===== config.mk =====
export PLATFORM = sky130hd
export DESIGN_NAME = business_day_date_adder_flat
export DESIGN_NICKNAME = d
export VERILOG_FILES = /design/src/hdl/bda_pkg.sv /design/src/hdl/bda_if.sv /design/src/hdl/bda_conv.sv /design/src/hdl/bda_cell.sv /design/src/hdl/business_day_date_adder.sv /design/src/flat_wrapper.sv
export SDC_FILE = /design/constraint.sdc
export NUM_CORES = 2
export LEC_CHECK = 0
export ABC_AREA = 1
export BUFFER_PORTS_ARGS = -buffer_cell sky130_fd_sc_hd__buf_2
export CAP_MARGIN = 25
export CORE_MARGIN = 4
export CORE_UTILIZATION = 52
export CTS_BUF_LIST = sky130_fd_sc_hd__clkbuf_8
export DETAILED_ROUTE_END_ITERATION = 7
export PLACE_DENSITY = 0.68
export SYNTH_ARGS = -nofsm -noshare
export SYNTH_HDL_FRONTEND = slang
export SYNTH_SLANG_ARGS = --single-unit
export TNS_END_PERCENT = 100

===== constraint.sdc =====
create_clock -name i_clk -period 8.1 [get_ports i_clk]
set_clock_uncertainty 0.1 [all_clocks]
set_input_delay 0.81 -clock i_clk [delete_from_list [all_inputs] [get_ports i_clk]]
set_output_delay 0.81 -clock i_clk [all_outputs]
set_load 0.05 [all_outputs]

===== src/hdl/bda_pkg.sv =====
`default_nettype none
// ----------------------------------------------------------------------------
// bda_pkg: shared types and constants of the business day date adder
// Field widths, calendar constants, probe and converter records, FSM states.
// ----------------------------------------------------------------------------
package bda_pkg;

    // table geometry
    localparam int HOLIDAY_SLOTS = 32;

    // field widths
    localparam int YEAR_W   = 14;
    localparam int MONTH_W  = 4;
    localparam int DAY_W    = 5;
    localparam int COUNT_W  = 10;
    localparam int SLOT_W   = 5;
    localparam int SERIAL_W = 23;
    localparam int HCOUNT_W = 6;
    localparam int WD_W     = 3;

    // configuration port
    localparam int APB_ADDR_W = 3;
    localparam int APB_DATA_W = 32;
    localparam logic [APB_ADDR_W-3:0] REG_HOLIDAY_COUNT = 1'b0;

    // item kinds
    localparam logic FUNC_LOAD  = 1'b0;
    localparam logic FUNC_QUERY = 1'b1;

    // weekday codes, Sunday first
    localparam logic [WD_W-1:0] WD_SUN = 3'd0;
    localparam logic [WD_W-1:0] WD_SAT = 3'd6;

    // calendar constants
    localparam logic [YEAR_W-1:0]  YEAR_MAX   = 14'd9999;
    localparam logic [YEAR_W-1:0]  ERA_YEARS  = 14'd400;
    localparam logic [26:0]        ERA_RECIP  = 27'd10485;   // floor(2^22 / 400)
    localparam logic [MONTH_W-1:0] MONTH_FEB  = 4'd2;
    localparam logic [SERIAL_W-1:0] ERA_DAYS  = 23'd146097;
    localparam logic [23:0]        EPOCH_BIAS = 24'd865566;  // 719468 + one era + 1
    localparam logic [23:0]        WD_BIAS    = 24'd2;

    // day of year of the first of each month in a March-based year
    localparam logic [8:0] DOY_BASE [16] = '{
        9'd275, 9'd306, 9'd337, 9'd0,   9'd31,  9'd61,  9'd92,  9'd122,
        9'd153, 9'd184, 9'd214, 9'd245, 9'd275, 9'd306, 9'd337, 9'd367
    };

    typedef enum logic [1:0] {
        ST_IDLE,
        ST_CONV,
        ST_RUN,
        ST_PUSH
    } t_state;

    // candidate day travelling along the holiday cells
    typedef struct packed {
        logic                       valid;
        logic                       first;
        logic                       weekend;
        logic                       hit;
        logic signed [SERIAL_W-1:0] serial;
    } t_probe;

    // converter output
    typedef struct packed {
        logic                       valid;
        logic signed [SERIAL_W-1:0] serial;
        logic [WD_W-1:0]            wd;
    } t_conv_res;

endpackage
`default_nettype wire


===== src/hdl/bda_if.sv =====
`default_nettype none
// ----------------------------------------------------------------------------
// bda_if: request and response channels
// Valid/ready channels carrying date items in and business day results out.
// ----------------------------------------------------------------------------
interface bda_req_if;
    logic                         valid;
    logic                         ready;
    logic                         func;
    logic [bda_pkg::YEAR_W-1:0]   year;
    logic [bda_pkg::MONTH_W-1:0]  month;
    logic [bda_pkg::DAY_W-1:0]    day;
    logic [bda_pkg::COUNT_W-1:0]  count;
    logic [bda_pkg::SLOT_W-1:0]   slot;

    modport source (output valid, func, year, month, day, count, slot, input ready);
    modport sink   (input valid, func, year, month, day, count, slot, output ready);
endinterface

interface bda_rsp_if;
    logic                                valid;
    logic                                ready;
    logic signed [bda_pkg::SERIAL_W-1:0] result_serial;
    logic                                start_is_business;

    modport source (output valid, result_serial, start_is_business, input ready);
    modport sink   (input valid, result_serial, start_is_business, output ready);
endinterface
`default_nettype wire


===== src/hdl/bda_conv.sv =====
`default_nettype none
// ----------------------------------------------------------------------------
// bda_conv: civil date to day serial converter
// Six-stage pipeline: era, year of era, day of era, serial and weekday.
// ----------------------------------------------------------------------------
module bda_conv (
    input  wire logic                          i_clk,
    input  wire logic                          i_rst_n,
    input  wire logic                          i_valid,
    input  wire logic [bda_pkg::YEAR_W-1:0]    i_year,
    input  wire logic [bda_pkg::MONTH_W-1:0]   i_month,
    input  wire logic [bda_pkg::DAY_W-1:0]     i_day,
    output bda_pkg::t_conv_res                 o_res
);

    // octal digit fold: 8 == 1 mod 7
    function automatic logic [bda_pkg::WD_W-1:0] mod7(input logic [23:0] v);
        logic [5:0] sum;
        logic [3:0] fold;
        sum = '0;
        for (int k = 0; k < 8; k++) begin
            sum = sum + 6'(v[3*k +: 3]);
        end
        fold = 4'(sum[5:3]) + 4'(sum[2:0]);
        if (fold >= 4'd14) begin
            fold = fold - 4'd14;
        end else if (fold >= 4'd7) begin
            fold = fold - 4'd7;
        end
        return fold[2:0];
    endfunction

    logic [5:0] r_vld;

    // stage 1: saturate year, shift by one era, look up month start
    logic [bda_pkg::YEAR_W-1:0] w_ysat;
    logic                       w_early;
    logic [bda_pkg::YEAR_W-1:0] r_yp;
    logic [8:0]                 r_dd;
    // stage 2: era estimate
    logic [26:0]                w_prod;
    logic [4:0]                 r_era_e;
    logic [bda_pkg::YEAR_W-1:0] r_yp2;
    logic [8:0]                 r_dd2;
    // stage 3: correct era, year of era
    logic [bda_pkg::YEAR_W-1:0] w_rem;
    logic                       w_fix;
    logic [4:0]                 r_era;
    logic [8:0]                 r_yoe;
    logic [8:0]                 r_dd3;
    // stage 4: era days and day of era
    logic [13:0]                w_c100;
    logic [bda_pkg::SERIAL_W-1:0] r_era_term;
    logic [17:0]                r_doe;
    // stage 5: shifted serial
    logic [bda_pkg::SERIAL_W-1:0] r_v;
    // stage 6: serial and weekday
    logic [23:0]                w_vp;
    logic [23:0]                w_s;
    logic signed [bda_pkg::SERIAL_W-1:0] r_serial;
    logic [bda_pkg::WD_W-1:0]   r_wd;

    assign w_ysat  = (i_year > bda_pkg::YEAR_MAX) ? bda_pkg::YEAR_MAX : i_year;
    assign w_early = (i_month <= bda_pkg::MONTH_FEB);
    assign w_prod  = 27'(r_yp) * bda_pkg::ERA_RECIP;
    assign w_rem   = r_yp2 - bda_pkg::YEAR_W'(14'(r_era_e) * bda_pkg::ERA_YEARS);
    assign w_fix   = (w_rem >= bda_pkg::ERA_YEARS);
    assign w_c100  = 14'(r_yoe) * 14'd41;
    assign w_vp    = 24'(r_v) + bda_pkg::WD_BIAS;
    assign w_s     = 24'(r_v) - bda_pkg::EPOCH_BIAS;

    always_ff @(posedge i_clk) begin
        if (!i_rst_n) begin
            r_vld <= '0;
        end else begin
            r_vld <= {r_vld[4:0], i_valid};
        end
    end

    always_ff @(posedge i_clk) begin
        r_yp       <= w_ysat + bda_pkg::ERA_YEARS - bda_pkg::YEAR_W'(w_early);
        r_dd       <= bda_pkg::DOY_BASE[i_month] + 9'(i_day);

        r_era_e    <= w_prod[26:22];
        r_yp2      <= r_yp;
        r_dd2      <= r_dd;

        r_era      <= r_era_e + 5'(w_fix);
        r_yoe      <= w_fix ? 9'(w_rem - bda_pkg::ERA_YEARS) : 9'(w_rem);
        r_dd3      <= r_dd2;

        r_era_term <= 23'(r_era) * bda_pkg::ERA_DAYS;
        r_doe      <= 18'(r_yoe) * 18'd365 + 18'(r_yoe[8:2])
                      - 18'(w_c100[13:12]) + 18'(r_dd3);

        r_v        <= r_era_term + 23'(r_doe);

        r_serial   <= signed'(w_s[bda_pkg::SERIAL_W-1:0]);
        r_wd       <= mod7(w_vp);
    end

    assign o_res.valid  = r_vld[5];
    assign o_res.serial = r_serial;
    assign o_res.wd     = r_wd;

endmodule
`default_nettype wire


===== src/hdl/bda_cell.sv =====
`default_nettype none
// ----------------------------------------------------------------------------
// bda_cell: one holiday slot in the probe chain
// Holds one holiday serial and marks a passing candidate day that matches it.
// ----------------------------------------------------------------------------
module bda_cell (
    input  wire logic                                i_clk,
    input  wire logic                                i_rst_n,
    input  wire logic                                i_flush,
    input  wire logic                                i_en,
    input  wire logic                                i_we,
    input  wire logic signed [bda_pkg::SERIAL_W-1:0] i_wdata,
    input  wire bda_pkg::t_probe                     i_probe,
    output bda_pkg::t_probe                          o_probe
);

    logic signed [bda_pkg::SERIAL_W-1:0] r_entry;
    logic                                r_valid;
    bda_pkg::t_probe                     r_probe;
    bda_pkg::t_probe                     n_probe;

    always_ff @(posedge i_clk) begin
        if (!i_rst_n) begin
            r_valid <= 1'b0;
        end else begin
            r_valid <= i_probe.valid && !i_flush;
        end
    end

    // mark the candidate when it matches this slot
    always_comb begin
        n_probe     = i_probe;
        n_probe.hit = i_probe.hit || (i_en && (r_entry == i_probe.serial));
    end

    always_ff @(posedge i_clk) begin
        if (i_we) begin
            r_entry <= i_wdata;
        end
        r_probe <= n_probe;
    end

    always_comb begin
        o_probe       = r_probe;
        o_probe.valid = r_valid;
    end

endmodule
`default_nettype wire


===== src/hdl/business_day_date_adder.sv =====
`default_nettype none
// ----------------------------------------------------------------------------
// business_day_date_adder: business day addition on civil dates
// Converts dates to day serials, keeps a holiday table and steps a start
// date forward by a number of business days.
// ----------------------------------------------------------------------------
//
//  channel   | dir | handshake              | carries
//  ----------+-----+------------------------+----------------------------------
//  i_req     | in  | valid / ready          | func, year, month, day, count, slot
//  o_rsp     | out | valid / ready          | result_serial, start_is_business
//  APB       | in  | psel, penable, pready  | holiday_count at byte address 0
//
//  Timing: a load passes through the six-stage converter and then the table
//  write before the next acceptance. A query converts its date, then streams
//  its candidate days into the holiday cell chain one per cycle, and each
//  passes all HOLIDAY_SLOTS cells before it is counted. One item is in work
//  at a time.
//  Reset: synchronous, active low; clears control, valid bits and the count.
//  Table entries are not cleared and must be loaded before a query uses them.
//  Stalls: a result waits in the output register while the next transaction
//  is accepted; a finished query holds in the push state until that register
//  frees up.
// ----------------------------------------------------------------------------
module business_day_date_adder (
    input  wire logic                                i_clk,
    input  wire logic                                i_rst_n,
    bda_req_if.sink                                  i_req,
    bda_rsp_if.source                                o_rsp,
    input  wire logic                                psel,
    input  wire logic                                penable,
    input  wire logic                                pwrite,
    input  wire logic [bda_pkg::APB_ADDR_W-1:0]      paddr,
    input  wire logic [bda_pkg::APB_DATA_W-1:0]      pwdata,
    output logic [bda_pkg::APB_DATA_W-1:0]           prdata,
    output logic                                     pready
);

    localparam int SLOTS = bda_pkg::HOLIDAY_SLOTS;

    // ------------------------------------------------------------------
    // configuration register
    // ------------------------------------------------------------------
    logic [bda_pkg::HCOUNT_W-1:0] r_hcount;
    logic                         w_sel_hcount;

    assign pready       = 1'b1;
    assign w_sel_hcount = (paddr[bda_pkg::APB_ADDR_W-1:2] == bda_pkg::REG_HOLIDAY_COUNT);
    assign prdata       = w_sel_hcount
                        ? bda_pkg::APB_DATA_W'(r_hcount) : '0;

    always_ff @(posedge i_clk) begin
        if (!i_rst_n) begin
            r_hcount <= '0;
        end else if (psel && penable && pwrite && pready && w_sel_hcount) begin
            r_hcount <= pwdata[bda_pkg::HCOUNT_W-1:0];
        end
    end

    // ------------------------------------------------------------------
    // state and captured transaction fields
    // ------------------------------------------------------------------
    bda_pkg::t_state                     r_state, n_state;
    logic                                r_func;
    logic [bda_pkg::SLOT_W-1:0]          r_slot;
    logic [bda_pkg::COUNT_W-1:0]         r_left, n_left;
    logic signed [bda_pkg::SERIAL_W-1:0] r_cand, n_cand;
    logic [bda_pkg::WD_W-1:0]            r_wd, n_wd;
    logic                                r_first, n_first;
    logic                                r_start_ok, n_start_ok;
    logic signed [bda_pkg::SERIAL_W-1:0] r_res, n_res;

    // output register
    logic                                r_ov;
    logic signed [bda_pkg::SERIAL_W-1:0] r_out_serial;
    logic                                r_out_biz;

    logic                                w_accept;
    logic                                w_load_we;
    logic                                w_flush;
    logic                                w_done;
    logic                                w_push;
    logic                                w_tail_biz;
    bda_pkg::t_conv_res                  w_conv;
    bda_pkg::t_probe                     w_link [SLOTS+1];
    bda_pkg::t_probe                     w_tail;

    assign i_req.ready = (r_state == bda_pkg::ST_IDLE);
    assign w_accept    = i_req.valid && i_req.ready;

    // ------------------------------------------------------------------
    // date converter, fed straight from the accepted transaction
    // ------------------------------------------------------------------
    bda_conv u_conv (
        .i_clk   (i_clk),
        .i_rst_n (i_rst_n),
        .i_valid (w_accept),
        .i_year  (i_req.year),
        .i_month (i_req.month),
        .i_day   (i_req.day),
        .o_res   (w_conv)
    );

    // ------------------------------------------------------------------
    // holiday cell chain: each cell owns one slot, candidates shift through
    // ------------------------------------------------------------------
    always_comb begin
        w_link[0].valid   = (r_state == bda_pkg::ST_RUN);
        w_link[0].first   = r_first;
        w_link[0].weekend = (r_wd == bda_pkg::WD_SUN) || (r_wd == bda_pkg::WD_SAT);
        w_link[0].hit     = 1'b0;
        w_link[0].serial  = r_cand;
    end

    for (genvar g = 0; g < SLOTS; g++) begin : g_cell
        bda_cell u_cell (
            .i_clk   (i_clk),
            .i_rst_n (i_rst_n),
            .i_flush (w_flush),
            // slots at or above the configured count do not take part
            .i_en    (32'(r_hcount) > 32'(g)),
            .i_we    (w_load_we && (32'(r_slot) == 32'(g))),
            .i_wdata (w_conv.serial),
            .i_probe (w_link[g]),
            .o_probe (w_link[g+1])
        );
    end

    assign w_tail     = w_link[SLOTS];
    assign w_tail_biz = !w_tail.weekend && !w_tail.hit;

    // ------------------------------------------------------------------
    // sequencer
    // ------------------------------------------------------------------
    always_comb begin
        n_state    = r_state;
        n_left     = r_left;
        n_cand     = r_cand;
        n_wd       = r_wd;
        n_first    = r_first;
        n_start_ok = r_start_ok;
        n_res      = r_res;
        w_load_we  = 1'b0;
        w_flush    = 1'b0;
        w_done     = 1'b0;
        w_push     = 1'b0;

        case (r_state)
            bda_pkg::ST_IDLE: begin
                if (w_accept) begin
                    n_state = bda_pkg::ST_CONV;
                end
            end
            bda_pkg::ST_CONV: begin
                if (w_conv.valid) begin
                    if (r_func == bda_pkg::FUNC_LOAD) begin
                        // store the holiday, no response
                        w_load_we = 1'b1;
                        n_state   = bda_pkg::ST_IDLE;
                    end else begin
                        n_cand  = w_conv.serial;
                        n_wd    = w_conv.wd;
                        n_first = 1'b1;
                        n_state = bda_pkg::ST_RUN;
                    end
                end
            end
            bda_pkg::ST_RUN: begin
                // advance the candidate by one calendar day every cycle
                n_cand  = r_cand + 23'sd1;
                n_wd    = (r_wd == bda_pkg::WD_SAT) ? bda_pkg::WD_SUN : r_wd + 3'd1;
                n_first = 1'b0;
                if (w_tail.valid) begin
                    if (w_tail.first) begin
                        // start date: report its status, does not count
                        n_start_ok = w_tail_biz;
                        w_done     = (r_left == '0);
                    end else if (w_tail_biz) begin
                        n_left = r_left - 1'b1;
                        w_done = (r_left == bda_pkg::COUNT_W'(1));
                    end
                end
                if (w_done) begin
                    // drop the candidates still in the chain
                    n_res   = w_tail.serial;
                    w_flush = 1'b1;
                    n_state = bda_pkg::ST_PUSH;
                end
            end
            bda_pkg::ST_PUSH: begin
                if (!r_ov || o_rsp.ready) begin
                    w_push  = 1'b1;
                    n_state = bda_pkg::ST_IDLE;
                end
            end
            default: begin
                n_state = bda_pkg::ST_IDLE;
            end
        endcase
    end

    always_ff @(posedge i_clk) begin
        if (!i_rst_n) begin
            r_state <= bda_pkg::ST_IDLE;
            r_ov    <= 1'b0;
        end else begin
            r_state <= n_state;
            if (w_push) begin
                r_ov <= 1'b1;
            end else if (o_rsp.ready) begin
                r_ov <= 1'b0;
            end
        end
    end

    always_ff @(posedge i_clk) begin
        if (w_accept) begin
            r_func <= i_req.func;
            r_slot <= i_req.slot;
            r_left <= i_req.count;
        end else begin
            r_left <= n_left;
        end
        r_cand     <= n_cand;
        r_wd       <= n_wd;
        r_first    <= n_first;
        r_start_ok <= n_start_ok;
        r_res      <= n_res;
        if (w_push) begin
            r_out_serial <= r_res;
            r_out_biz    <= r_start_ok;
        end
    end

    assign o_rsp.valid             = r_ov;
    assign o_rsp.result_serial     = r_out_serial;
    assign o_rsp.start_is_business = r_out_biz;

    // ------------------------------------------------------------------
    // assertions
    // ------------------------------------------------------------------
    a_probe_only_in_run: assert property (@(posedge i_clk) disable iff (!i_rst_n)
        w_tail.valid |-> (r_state == bda_pkg::ST_RUN))
        else $error("probe left the cell chain outside the run state");

    a_rsp_from_push: assert property (@(posedge i_clk) disable iff (!i_rst_n)
        $rose(o_rsp.valid) |-> ($past(r_state) == bda_pkg::ST_PUSH))
        else $error("response raised without a finished query");

    a_no_underflow: assert property (@(posedge i_clk) disable iff (!i_rst_n)
        (r_state == bda_pkg::ST_RUN && w_tail.valid && !w_tail.first && w_tail_biz)
        |-> (r_left != '0))
        else $error("business day counted after the target was reached");

endmodule
`default_nettype wire


===== src/flat_wrapper.sv =====
// flat-port wrapper written by rule: the top's interface ports become plain ports
module business_day_date_adder_flat 
  (i_clk, i_rst_n, psel, penable, pwrite, paddr, pwdata, prdata, pready, i_req_valid, i_req_func, i_req_year, i_req_month, i_req_day, i_req_count, i_req_slot, i_req_ready, o_rsp_valid, o_rsp_result_serial, o_rsp_start_is_business, o_rsp_ready);
  bda_req_if i_req_i ();
  bda_rsp_if o_rsp_i ();
  input  wire logic i_clk;
  input  wire logic i_rst_n;
  input  wire logic psel;
  input  wire logic penable;
  input  wire logic pwrite;
  input  wire logic [bda_pkg::APB_ADDR_W-1:0] paddr;
  input  wire logic [bda_pkg::APB_DATA_W-1:0] pwdata;
  output logic [bda_pkg::APB_DATA_W-1:0] prdata;
  output logic pready;
  input wire logic [$bits(i_req_i.valid)-1:0] i_req_valid;
  input wire logic [$bits(i_req_i.func)-1:0] i_req_func;
  input wire logic [$bits(i_req_i.year)-1:0] i_req_year;
  input wire logic [$bits(i_req_i.month)-1:0] i_req_month;
  input wire logic [$bits(i_req_i.day)-1:0] i_req_day;
  input wire logic [$bits(i_req_i.count)-1:0] i_req_count;
  input wire logic [$bits(i_req_i.slot)-1:0] i_req_slot;
  output wire logic [$bits(i_req_i.ready)-1:0] i_req_ready;
  output wire logic [$bits(o_rsp_i.valid)-1:0] o_rsp_valid;
  output wire logic [$bits(o_rsp_i.result_serial)-1:0] o_rsp_result_serial;
  output wire logic [$bits(o_rsp_i.start_is_business)-1:0] o_rsp_start_is_business;
  input wire logic [$bits(o_rsp_i.ready)-1:0] o_rsp_ready;
  assign i_req_i.valid = i_req_valid;
  assign i_req_i.func = i_req_func;
  assign i_req_i.year = i_req_year;
  assign i_req_i.month = i_req_month;
  assign i_req_i.day = i_req_day;
  assign i_req_i.count = i_req_count;
  assign i_req_i.slot = i_req_slot;
  assign i_req_ready = i_req_i.ready;
  assign o_rsp_valid = o_rsp_i.valid;
  assign o_rsp_result_serial = o_rsp_i.result_serial;
  assign o_rsp_start_is_business = o_rsp_i.start_is_business;
  assign o_rsp_i.ready = o_rsp_ready;
  business_day_date_adder u_core (.i_clk(i_clk), .i_rst_n(i_rst_n), .i_req(i_req_i), .o_rsp(o_rsp_i), .psel(psel), .penable(penable), .pwrite(pwrite), .paddr(paddr), .pwdata(pwdata), .prdata(prdata), .pready(pready));
endmodule

==> results.json <==
{
  "status": "finished, violations left",
  "violations": "design-rule violations",
  "yosys-top-cells-area": "edfxtp_1 35%, dfxtp_1 30%, xnor2_1 6.2%",
  "reg2regPathDepth": 25,
  "rows": 134,
  "relSlewSlack_pct": 26.6,
  "drive_gt1_share_pct": 11.8,
  "worst_ep_arrival_time_ps": 6930,
  "rsz0062_at_grt": "false",
  "drc_errors": 2,
  "grt_pass1_wl_mm": 226,
  "io_pins": 140,
  "critPathRequiredTime_ps": 8770,
  "cts_buffers": 303,
  "initial_core_util_pct": 52.5,
  "report.final.slew_viol_count": 0,
  "post-synth-top-area-cell": "edfxtp_1",
  "grt_usage_pct": 20.8,
  "portBuffers": 84,
  "clk_pin_slew_worst_paths_ps": 60,
  "fmax_ghz": 0.160,
  "cts_setup_buffers": 0,
  "die_y_um": 376,
  "htree_levels": 5,
  "fin_setup_tns_ps": 0,
  "syn_avg_cell_area_um2": 12.6,
  "holdPathStages": 3,
  "min_period_ps": 6260,
  "yosysUniqueCellTypes": 54,
  "clkSinkCount": 1870,
  "synth_area_um2": 70400,
  "tightest_slew_ps": 1100,
  "grt_overflow_total": 0,
  "synthFlopType": "dfxtp_1",
  "nNetsFinal": 6565,
  "cp-end-kind": "flip-flop",
  "r2r-end": "u_core.u_conv.r_wd[0]",
  "min-delay-start": "i_req_count[0]",
  "path_max_fanout": 5,
  "postRouteAntennaNets": 0,
  "dieArea_um2": 141000,
  "grt_pass1_vias": 40600,
  "hp-class": "in -> reg",
  "synth-edff-count": 827,
  "post-route-period-util_pct": 77.3,
  "most-common-layout-cells": "1020 x dfxtp_1, 827 x edfxtp_1, 723 x inv_1",
  "first_pass_iters": 8,
  "hold_viol": 0,
  "dp_hpwl_mm": 101,
  "clk_latency_ps": 970,
  "m1WireLength_mm": 62.3,
  "max-cap-violations": 0,
  "antenna_found_initial": 9,
  "fp.dieW_um": 376,
  "drtIter0Drc": 2285,
  "path_class": "reg -> reg",
  "reg2reg_slack_ps": 1840,
  "synthArstFlopShare_pct": 0,
  "wl_per_cell_um": 18.2,
  "largest_register_ffs": 832,
  "reg2reg_from": "u_core.u_conv.r_v[1]",
  "setup_viol": 0,
  "yosysTopAreaCellShare_pct": 35.3,
  "cts_tree": "done",
  "final_common_cell": "dfxtp_1",
  "ys_warn_count": 0,
  "core_um2": 134000,
  "grt_max_degree": 45,
  "cts_root_buf": "clkbuf_8",
  "start_kind": "flip-flop",
  "highest_layer": "met4",
  "netlist_instances": 5585,
  "hold_end": "u_core.r_left[0]",
  "vias": 39800,
  "ys_seq_area_share_pct": 64.9,
  "clk_path_buf_depth": 4,
  "gp_congestion": 0.901,
  "syn_to_final_growth_pct": 13.3,
  "wl_met2_mm": 72.2,
  "wl_mm": 146,
  "ys_ff_latch": 1870,
  "via_per_inst": 4.96,
  "wl_met3_mm": 7.16
}
-- synth_stat cells, types with 8 or more instances --
cell type	instances
dfxtp_1	1043
edfxtp_1	827
nand2_1	644
inv_1	621
xnor2_1	496
ha_1	312
nor2_1	311
xor2_1	235
nand3_1	200
fa_1	145
a21oi_1	111
o21ai_0	107
nand4_1	106
nor3_1	68
or2_2	55
nor4_1	39
buf_4	27
inv_2	18
o22ai_1	15
a31oi_1	14
o211ai_1	14
o21ai_1	14
o21bai_1	14
a21o_1	13
clkbuf_1	12
nand2_2	11
buf_2	10
a31o_2	9
o2111ai_1	8
-- metal layers --
layer | up-vias | global-route usage, %
li1 | 19400 | -
met4 | 0 | 7.26
met2 | 947 | 36.3
met1 | 19200 | 26.4
met3 | 303 | 3.24
met5 | - | 0
-- timing repair --
item | CTS | global route
setup endpoints to repair | 0 | 0
resized for setup | 0 | 0
hold buffers | 19 | 0
hold endpoints to repair | 19 | 0
-- per-stage QoR --
stage                     cell area (µm²)  worst slack [ps]  hold WS (ps)  std cells  utilization [%]
after floorplan                     70500              2380           210       5610                -
after global placement              73100              2010           210       7439             54.6
after detailed placement            73500              1880           212       7459             54.8
after CTS                           79500              1820          5.20       8007             59.3
after global routing                79700              1460          48.1       8022             59.5
final                               79700              1840           104       8022             59.5
-- worst max path at each step --
stage / to / from
floorplan: u_core.u_conv.r_wd[2] / u_core.u_conv.r_v[1]
global placement: u_core.u_conv.r_wd[2] / u_core.u_conv.r_v[1]
detailed placement: u_core.u_conv.r_wd[0] / u_core.u_conv.r_v[1]
CTS: u_core.u_conv.r_wd[0] / u_core.u_conv.r_v[1]
global route: u_core.u_conv.r_wd[0] / u_core.u_conv.r_v[1]
finish: u_core.u_conv.r_wd[0] / u_core.u_conv.r_v[1]
-- critical path, stage by stage (launching register included) --
cell	delay [ps]
dfxtp_1	450
ha_1	260
nand2_1	80
inv_2	70
nand2_4	70
nor2_4	110
nand2_2	80
nor2_4	110
nand2_2	110
nor2_4	110
nand3_2	120
xor2_1	180
fa_1	520
fa_1	450
fa_1	530
fa_1	500
ha_1	240
fa_1	380
xor2_1	280
fa_1	530
ha_1	230
o21ai_0	240
nor2_1	70
inv_1	80
nand2_1	70
xor2_1	140
-- final cells by class --
type | count | area [µm²]
tap | 1768 | 2210
inverter | 640 | 2400
multi-input combinational | 3048 | 22100
clock inverter | 172 | 922
clock buffer | 357 | 4910
timing repair buffer | 164 | 1390
sequential | 1870 | 45700
fill | 10600 | 54200
antenna | 3 | 7.51
-- logic make-up (layout without fill, tap and decap cells) --
| logic type | Yosys count | count (layout) | synth area share (%) |
|---|---|---|---|
| compound gates | 358 | 358 | 3.00 |
| xor+xnor | 733 | 733 | 9.14 |
| fa+ha+maj | 457 | 457 | 9.67 |
| buf+inv | 692 | 1333 | 3.85 |
| flops | 1870 | 1870 | 64.9 |
| other cells | 2 | 30 | 0.0107 |
| simple gates | 1473 | 1473 | 9.38 |
Power is left out: the tool's default activity adds up to more than one toggle a clock period on the data nets, which glitch-free logic cannot reach.
